$ cat config.mk
export PLATFORM = sky130hd
export DESIGN_NAME = mhpq_ctrl
export DESIGN_NICKNAME = d
export VERILOG_FILES = /design/src/design/mhpq_pkg.sv /design/src/design/mhpq_ctrl.sv
export VERILOG_INCLUDE_DIRS = /design/src /design/src/design
export SDC_FILE = /design/constraint.sdc
export NUM_CORES = 1
export LEC_CHECK = 0
export ABC_AREA = 1
export BUFFER_PORTS_ARGS = -buffer_cell sky130_fd_sc_hd__buf_2
export CAP_MARGIN = 25
export CELL_PAD_IN_SITES_DETAIL_PLACEMENT = 1
export CELL_PAD_IN_SITES_GLOBAL_PLACEMENT = 1
export CORE_MARGIN = 2
export CORE_UTILIZATION = 26
export DETAILED_ROUTE_END_ITERATION = 6
export GPL_TIMING_DRIVEN = 0
export PLACE_DENSITY_LB_ADDON = 0.12
export SLEW_MARGIN = 25
export SYNTH_ARGS = -nofsm -noshare
export SYNTH_HDL_FRONTEND = slang
export SYNTH_SLANG_ARGS = --single-unit
$ cat constraint.sdc
create_clock -name clk -period 1.2 [get_ports clk]
set_input_delay 0.06 -clock clk [delete_from_list [all_inputs] [get_ports clk]]
set_output_delay 0.06 -clock clk [all_outputs]
set_load 0.01 [all_outputs]
$ cat src/design/max_heap_priority_queue_defines.svh
// Assertion macros shared by the max-heap priority queue RTL.
`ifndef MAX_HEAP_PRIORITY_QUEUE_DEFINES_SVH
`define MAX_HEAP_PRIORITY_QUEUE_DEFINES_SVH
`ifndef ASSERT_OFF
`define MHPQ_ASSERT(lbl, clk, rst_n, prop, msg) \
	lbl: assert property (@(posedge clk) disable iff (!rst_n) prop) else $error(msg);
`define MHPQ_ASSERT_NEVER(lbl, clk, rst_n, cond, msg) \
	lbl: assert property (@(posedge clk) disable iff (!rst_n) !(cond)) else $error(msg);
`else
`define MHPQ_ASSERT(lbl, clk, rst_n, prop, msg)
`define MHPQ_ASSERT_NEVER(lbl, clk, rst_n, cond, msg)
`endif
`endif

$ cat src/design/mhpq_pkg.sv
// Types, constants and codes of the max-heap priority queue.
`timescale 1ns / 1ps
package mhpq_pkg;

	localparam int CAPACITY = 1024;
	localparam int ADDR_W   = $clog2(CAPACITY);
	localparam int CNT_W    = ADDR_W + 1;
	localparam int KEY_W    = 32;
	localparam int POS_W    = 10;
	localparam int OCNT_W   = 11;

	typedef logic [ADDR_W-1:0]       addr_t;
	typedef logic [CNT_W-1:0]        cnt_t;
	typedef logic [CNT_W:0]          child_t;
	typedef logic signed [KEY_W-1:0] key_t;

	typedef enum logic [1:0] {
		REQ_INSERT  = 2'd0,
		REQ_EXTRACT = 2'd1,
		REQ_DELETE  = 2'd2,
		REQ_CHANGE  = 2'd3
	} req_t;

	typedef enum logic [1:0] {
		ST_OK     = 2'd0,
		ST_EMPTY  = 2'd1,
		ST_BADIDX = 2'd2,
		ST_FULL   = 2'd3
	} status_t;

	typedef enum logic [3:0] {
		S_IDLE,
		S_CHECK,
		S_LOAD,
		S_ENTER,
		S_UP_CMP,
		S_DN_L,
		S_DN_R,
		S_DN_CMP,
		S_WRITE,
		S_RESP
	} state_t;

	typedef enum logic [2:0] {
		RD_LAST,
		RD_PARENT,
		RD_GPARENT,
		RD_LEFT,
		RD_RIGHT,
		RD_NEXT_LEFT
	} rd_sel_t;

	typedef enum logic [1:0] {
		WR_NONE,
		WR_HOLE,
		WR_PARENT,
		WR_CHILD
	} wr_sel_t;

	typedef enum logic [2:0] {
		IDX_KEEP,
		IDX_COUNT,
		IDX_ZERO,
		IDX_POS,
		IDX_PARENT,
		IDX_CHILD
	} idx_src_t;

	typedef enum logic [1:0] {
		CNT_KEEP,
		CNT_INC,
		CNT_DEC
	} cnt_op_t;

	typedef struct packed {
		logic     accept;
		logic     rd_en;
		rd_sel_t  rd_sel;
		wr_sel_t  wr_sel;
		idx_src_t idx_src;
		cnt_op_t  cnt_op;
		logic     take_top;
		logic     load_v;
		logic     cap_l;
		logic     set_status;
		status_t  status;
		logic     out_load;
	} dp_cmd_t;

	typedef struct packed {
		req_t req;
		logic full;
		logic empty;
		logic bad_pos;
		logic last_pos;
		logic count_one;
		logic idx_zero;
		logic parent_zero;
		logic left_ok;
		logic right_ok;
		logic up_move;
		logic dn_move;
		logic next_left_ok;
	} dp_stat_t;

endpackage

$ cat src/design/mhpq_ctrl.sv
// Sequencer of the max-heap priority queue: request check, sift-up, sift-down, result handoff.
`timescale 1ns / 1ps
`include "max_heap_priority_queue_defines.svh"
module mhpq_ctrl import mhpq_pkg::*; (
	input  logic     clk,
	input  logic     arst_n,
	input  logic     in_valid,
	output logic     in_ready,
	output logic     out_valid,
	input  logic     out_ready,
	input  dp_stat_t stat,
	output dp_cmd_t  cmd
);

	state_t state_q, state_d;
	logic   first_q;
	logic   out_valid_q;
	logic   out_free;

	assign out_free = !out_valid_q || out_ready;
	assign in_ready = (state_q == S_IDLE);

	always_comb begin
		state_d = state_q;
		case (state_q)
			S_IDLE: begin
				if (in_valid) state_d = S_CHECK;
			end
			S_CHECK: begin
				case (stat.req)
					REQ_INSERT:  state_d = stat.full ? S_RESP : S_ENTER;
					REQ_EXTRACT: state_d = (stat.empty || stat.count_one) ? S_RESP : S_LOAD;
					REQ_DELETE:  state_d = (stat.bad_pos || stat.last_pos) ? S_RESP : S_LOAD;
					REQ_CHANGE:  state_d = stat.bad_pos ? S_RESP : S_ENTER;
					default:     state_d = S_RESP;
				endcase
			end
			S_LOAD:  state_d = S_ENTER;
			S_ENTER: state_d = stat.idx_zero ? S_DN_L : S_UP_CMP;
			S_UP_CMP: begin
				if (stat.up_move) begin
					state_d = stat.parent_zero ? S_WRITE : S_UP_CMP;
				end else begin
					state_d = first_q ? S_DN_L : S_WRITE;
				end
			end
			S_DN_L:  state_d = stat.left_ok ? S_DN_R : S_RESP;
			S_DN_R:  state_d = S_DN_CMP;
			S_DN_CMP: begin
				if (stat.dn_move) begin
					state_d = stat.next_left_ok ? S_DN_R : S_WRITE;
				end else begin
					state_d = S_RESP;
				end
			end
			S_WRITE: state_d = S_RESP;
			S_RESP: begin
				if (out_free) state_d = S_IDLE;
			end
			default: state_d = S_IDLE;
		endcase
	end

	always_comb begin
		cmd        = '0;
		cmd.rd_sel = RD_LAST;
		cmd.wr_sel = WR_NONE;
		cmd.idx_src = IDX_KEEP;
		cmd.cnt_op = CNT_KEEP;
		cmd.status = ST_OK;
		case (state_q)
			S_IDLE: begin
				cmd.accept = in_valid;
			end
			S_CHECK: begin
				case (stat.req)
					REQ_INSERT: begin
						if (stat.full) begin
							cmd.set_status = 1'b1;
							cmd.status     = ST_FULL;
						end else begin
							cmd.idx_src = IDX_COUNT;
							cmd.cnt_op  = CNT_INC;
						end
					end
					REQ_EXTRACT: begin
						if (stat.empty) begin
							cmd.set_status = 1'b1;
							cmd.status     = ST_EMPTY;
						end else begin
							cmd.take_top = 1'b1;
							cmd.cnt_op   = CNT_DEC;
							cmd.idx_src  = IDX_ZERO;
							cmd.rd_en    = 1'b1;
							cmd.rd_sel   = RD_LAST;
						end
					end
					REQ_DELETE: begin
						if (stat.bad_pos) begin
							cmd.set_status = 1'b1;
							cmd.status     = ST_BADIDX;
						end else begin
							cmd.cnt_op  = CNT_DEC;
							cmd.idx_src = IDX_POS;
							cmd.rd_en   = 1'b1;
							cmd.rd_sel  = RD_LAST;
						end
					end
					REQ_CHANGE: begin
						if (stat.bad_pos) begin
							cmd.set_status = 1'b1;
							cmd.status     = ST_BADIDX;
						end else begin
							cmd.idx_src = IDX_POS;
						end
					end
					default: ;
				endcase
			end
			S_LOAD: begin
				cmd.load_v = 1'b1;
			end
			S_ENTER: begin
				if (!stat.idx_zero) begin
					cmd.rd_en  = 1'b1;
					cmd.rd_sel = RD_PARENT;
				end
			end
			S_UP_CMP: begin
				if (stat.up_move) begin
					cmd.wr_sel  = WR_PARENT;
					cmd.idx_src = IDX_PARENT;
					if (!stat.parent_zero) begin
						cmd.rd_en  = 1'b1;
						cmd.rd_sel = RD_GPARENT;
					end
				end
			end
			S_DN_L: begin
				if (stat.left_ok) begin
					cmd.rd_en  = 1'b1;
					cmd.rd_sel = RD_LEFT;
				end else begin
					cmd.wr_sel = WR_HOLE;
				end
			end
			S_DN_R: begin
				cmd.cap_l = 1'b1;
				if (stat.right_ok) begin
					cmd.rd_en  = 1'b1;
					cmd.rd_sel = RD_RIGHT;
				end
			end
			S_DN_CMP: begin
				if (stat.dn_move) begin
					cmd.wr_sel  = WR_CHILD;
					cmd.idx_src = IDX_CHILD;
					if (stat.next_left_ok) begin
						cmd.rd_en  = 1'b1;
						cmd.rd_sel = RD_NEXT_LEFT;
					end
				end else begin
					cmd.wr_sel = WR_HOLE;
				end
			end
			S_WRITE: begin
				cmd.wr_sel = WR_HOLE;
			end
			S_RESP: begin
				cmd.out_load = out_free;
			end
			default: ;
		endcase
	end

	always_ff @(posedge clk or negedge arst_n) begin
		if (!arst_n) begin
			state_q     <= S_IDLE;
			first_q     <= 1'b0;
			out_valid_q <= 1'b0;
		end else begin
			state_q <= state_d;
			// the first sift-up step may fall through to sift-down
			if (state_q == S_CHECK) begin
				first_q <= 1'b1;
			end else if (state_q == S_UP_CMP) begin
				first_q <= 1'b0;
			end
			if (cmd.out_load) begin
				out_valid_q <= 1'b1;
			end else if (out_ready) begin
				out_valid_q <= 1'b0;
			end
		end
	end

	assign out_valid = out_valid_q;

	`MHPQ_ASSERT(a_accept_check, clk, arst_n, (in_valid && in_ready) |=> (state_q == S_CHECK), "accept lost")
	`MHPQ_ASSERT(a_load_free, clk, arst_n, cmd.out_load |-> (!out_valid_q || out_ready), "result overwritten")
	`MHPQ_ASSERT(a_dn_order, clk, arst_n, (state_q == S_DN_CMP) |-> ($past(state_q) == S_DN_R), "child compare out of order")

endmodule

==> impl_metrics.toml <==
[worst_setup_path]
critPathMaxFanout = 5
path_class = "reg -> out"
crit_slowest_cell = "sky130_fd_sc_hd__dfrtp_2"
crit_path_max_incr_delay_ns = 0.43
crit_path_end_kind = "output pin"
worst_ep_arrival_time_ns = 1.50
critical_path_buf_inv_count = 3
critical_path.cell_chain = "nor2_4 -> inv_2 -> nor2_4 -> inv_4 -> a21oi_4 -> o21ai_2 -> o21ai_2 -> buf_2"
critical_path.top_delay_family = "flip-flops"
worst_setup_path_start_kind = "register"
crit_required_ns = 1.14

[synth]
post_synth_num_cell_types = 17
postSynthRegisterBits = 6
yosys_warnings = 0
synth.cell_area_um2 = 773
synthesis.instances = 135
synth_fp_nets = 158
syn-mean-instance-area_um2 = 5.73
yosysSeqAreaShare_pct = 19.4

[drt]
ant_nets = 0
viasPerCell = 4.75
avgRoutedWirePerCell_um = 13.1
postRouteWirelength_mm = 2.88
drc = 0
first_pass_iters = 4
drt_iter0_drc = 22
routed-via-count = 1046

[clocking]
ctsRootBufferMaster = "sky130_fd_sc_hd__clkbuf_4"
numCtsBuffers = 3
clock-sinks = 6
worst_skew_pair.late_latency_ns = 0.24
cts_htree_levels = 1
cts_max_path_buffers = 2
path_clk_slew_ns = 0.05
cts_tree = "yes"

[grt]
grt_pass1_wl_mm = 4.71
gr-total-overflow = 0
grt_max_degree = 8
globalRouteTotalUtil_pct = 17.2
grt_antenna_before_repair = 0
first_global_vias = 1090

[outcome]
violated_checks = "setup timing"
outcome = "complete, but fails checks"

[pwr]
power_frac_seq_pct = 15.4
power_spent_charging_and_discharging_nets_uw = 1380
static-leakage-power_uw = 0.000746
power_per_cell_area_mw_per_mm2 = 2050
swShare_pct = 50.6
totalPowerFinal_uw = 2730
gate_power_share_pct = 77.7
ir_worst_vdd_mv = 1.30
internal_power_uw = 1350
power.share.clock_pct = 6.9

[placed_design]
routabilityCongestion = 0.792
placedInstanceArea_mm2 = 0.00100
detailedPlacementHpwl_mm = 2.23
cell_count_after_placement = 204
place.port_buffers = 38

[floorplanning]
die_x_um = 58.5
chipHeight_um = 58.5
initial_standard_cell_utilization_of_the_core_pct = 27.8
die_ar_mm2 = 0.00343
core.rowCount = 19
core_area_mm2 = 0.00278
io_pins = 39

[sta]
setup_repair_after_global_routing_missed_its_margin = "yes"
timing.slew.headroom_pct = 82.8
layout_setup_ws_ns = -0.356
setup_tns_ns = -5.17
final_min_period_ns = 1.56
worst_clock_skew_ns = 0.00665
slew_violations = 0
clock.fmax_mhz = 643
final-hold-violation-count = 0
setup_viol_count_final = 23
max_slew.worst_pin.slew_ns = 0.257
timing.final.crit_share_pct = 130

[final_layout]
final_area_mm2 = 0.00133
post_layout_net_count = 214
finish.utilization_pct = 47.9
insertedDiodeCount = 0
instances_no_fill = 220
synthToLayoutAreaGrowth_pct = 72.2
post_route_cells_drive_above_1_share_pct = 54.0

[worst_hold_path]
worst_hold_path_class = "in -> reg"

[job]
max-cap-violations = 0
## per-stage QoR
step                      setup WS (ns)  hold slack [ns]
final                            -0.356           0.0268
after global routing             -0.444           0.0497
after CTS                        -0.337           0.0322
after detailed placement         -0.229           -0.111
after global placement           -0.235           -0.115
after floorplan                 -0.0248           -0.236
## power groups by stage
stage                     Sequential (uW)  Clock, uW  Combinational, uW
after global placement                360          0               1220
after floorplan                       355          0                838
final                                 420        188               2120
after CTS                             372        185               1700
after global routing                  431        204               2310
after detailed placement              366          0               1250
## what timing repair did
action | CTS | global route
buffers inserted | 10 | 6
endpoints found under the setup margin | 25 | 25
cloned | 0 | 0
pin swaps | 9 | 16
endpoints found under the hold margin | 6 | 0
hold buffers | 1 | 0
resized for setup | 27 | 34
## worst reg2reg max path: stages (launching register included)
cell and delay, ns:
sky130_fd_sc_hd__dfrtp_2 0.46, sky130_fd_sc_hd__inv_2 0.08, sky130_fd_sc_hd__nand2_4 0.06, sky130_fd_sc_hd__buf_6 0.12
sky130_fd_sc_hd__nor3_4 0.15, sky130_fd_sc_hd__buf_6 0.13, sky130_fd_sc_hd__nand2_4 0.04, sky130_fd_sc_hd__o21ai_2 0.05
sky130_fd_sc_hd__inv_1 0.05, sky130_fd_sc_hd__nand2_1 0.07, sky130_fd_sc_hd__nand2_1 0.07
## path summary, 6_finish.rpt
kind                       startpoint          to  slack, ns  cells past startpoint
min                         out_ready   out_valid       0.03                      2
min reg2reg                 out_valid   out_valid       0.57                      2
min in group asynchronous      arst_n   out_valid       0.16                      2
max reg2reg                state_q[1]  state_q[0]      -0.22                     10
max in group asynchronous      arst_n  state_q[0]       0.87                      2
max                        state_q[3]      cmd[9]      -0.36                      8
## synth_stat cells
master	instances	area share, %
sky130_fd_sc_hd__nor2_2	1	0.81
sky130_fd_sc_hd__dfrtp_1	6	19
sky130_fd_sc_hd__nor2_1	21	10
sky130_fd_sc_hd__ha_1	5	8.1
sky130_fd_sc_hd__nor3_2	1	1.3
sky130_fd_sc_hd__o21ai_1	2	1.3
sky130_fd_sc_hd__nor3_1	3	1.9
sky130_fd_sc_hd__inv_2	4	1.9
sky130_fd_sc_hd__o21ai_2	2	2.3
sky130_fd_sc_hd__o21ai_0	12	7.8
sky130_fd_sc_hd__nand4_1	2	1.6
sky130_fd_sc_hd__inv_1	24	12
sky130_fd_sc_hd__nand3_1	12	7.8
sky130_fd_sc_hd__nor2_4	3	4.4
sky130_fd_sc_hd__nand2_1	30	15
sky130_fd_sc_hd__a21oi_2	1	1.1
sky130_fd_sc_hd__a21oi_1	6	3.9
## routing by layer
layer	part of all wire [%]	global-route usage, %	up-vias
met5	0	0	-
met4	0	4.98	0
met3	4.0	0.220	0
met2	57	33.2	20
met1	39	20.7	488
li1	-	-	538
## cells in the final DEF (no fill, tap or decap), drive strengths merged
| cell | synthesis | final |
|---|---|---|
| a21oi | 7 | 7 |
| buf | 0 | 50 |
| clkbuf | 0 | 3 |
| dfrtp | 6 | 6 |
| dlygate4sd3 | 0 | 1 |
| ha | 5 | 5 |
| inv | 28 | 28 |
| nand2 | 30 | 30 |
| nand3 | 12 | 12 |
| nand4 | 2 | 2 |
| nor2 | 25 | 25 |
| nor3 | 4 | 4 |
| o21ai | 16 | 16 |
## area by class of cell
class                      instances  area (um2)
tap                               31        38.8
fill                             384        1450
inverter                          28         108
clock buffer                       3        22.5
multi-input combinational        101         662
timing repair buffer              51         345
sequential                         6         155
## cell families after synthesis
family | share of synthesized area, %
and+or+nand+nor | 42.6
buffers and inverters | 13.6
AOI/OAI and AO/OA | 16.3
DFF | 19.4
adders and majority gates | 8.09
## sequential cells by signal, summed over array words and instances, names as in the netlist
name	count
state_q	4
out_valid	1
first_q	1
Note: power is estimated with default switching activity, not from simulation.
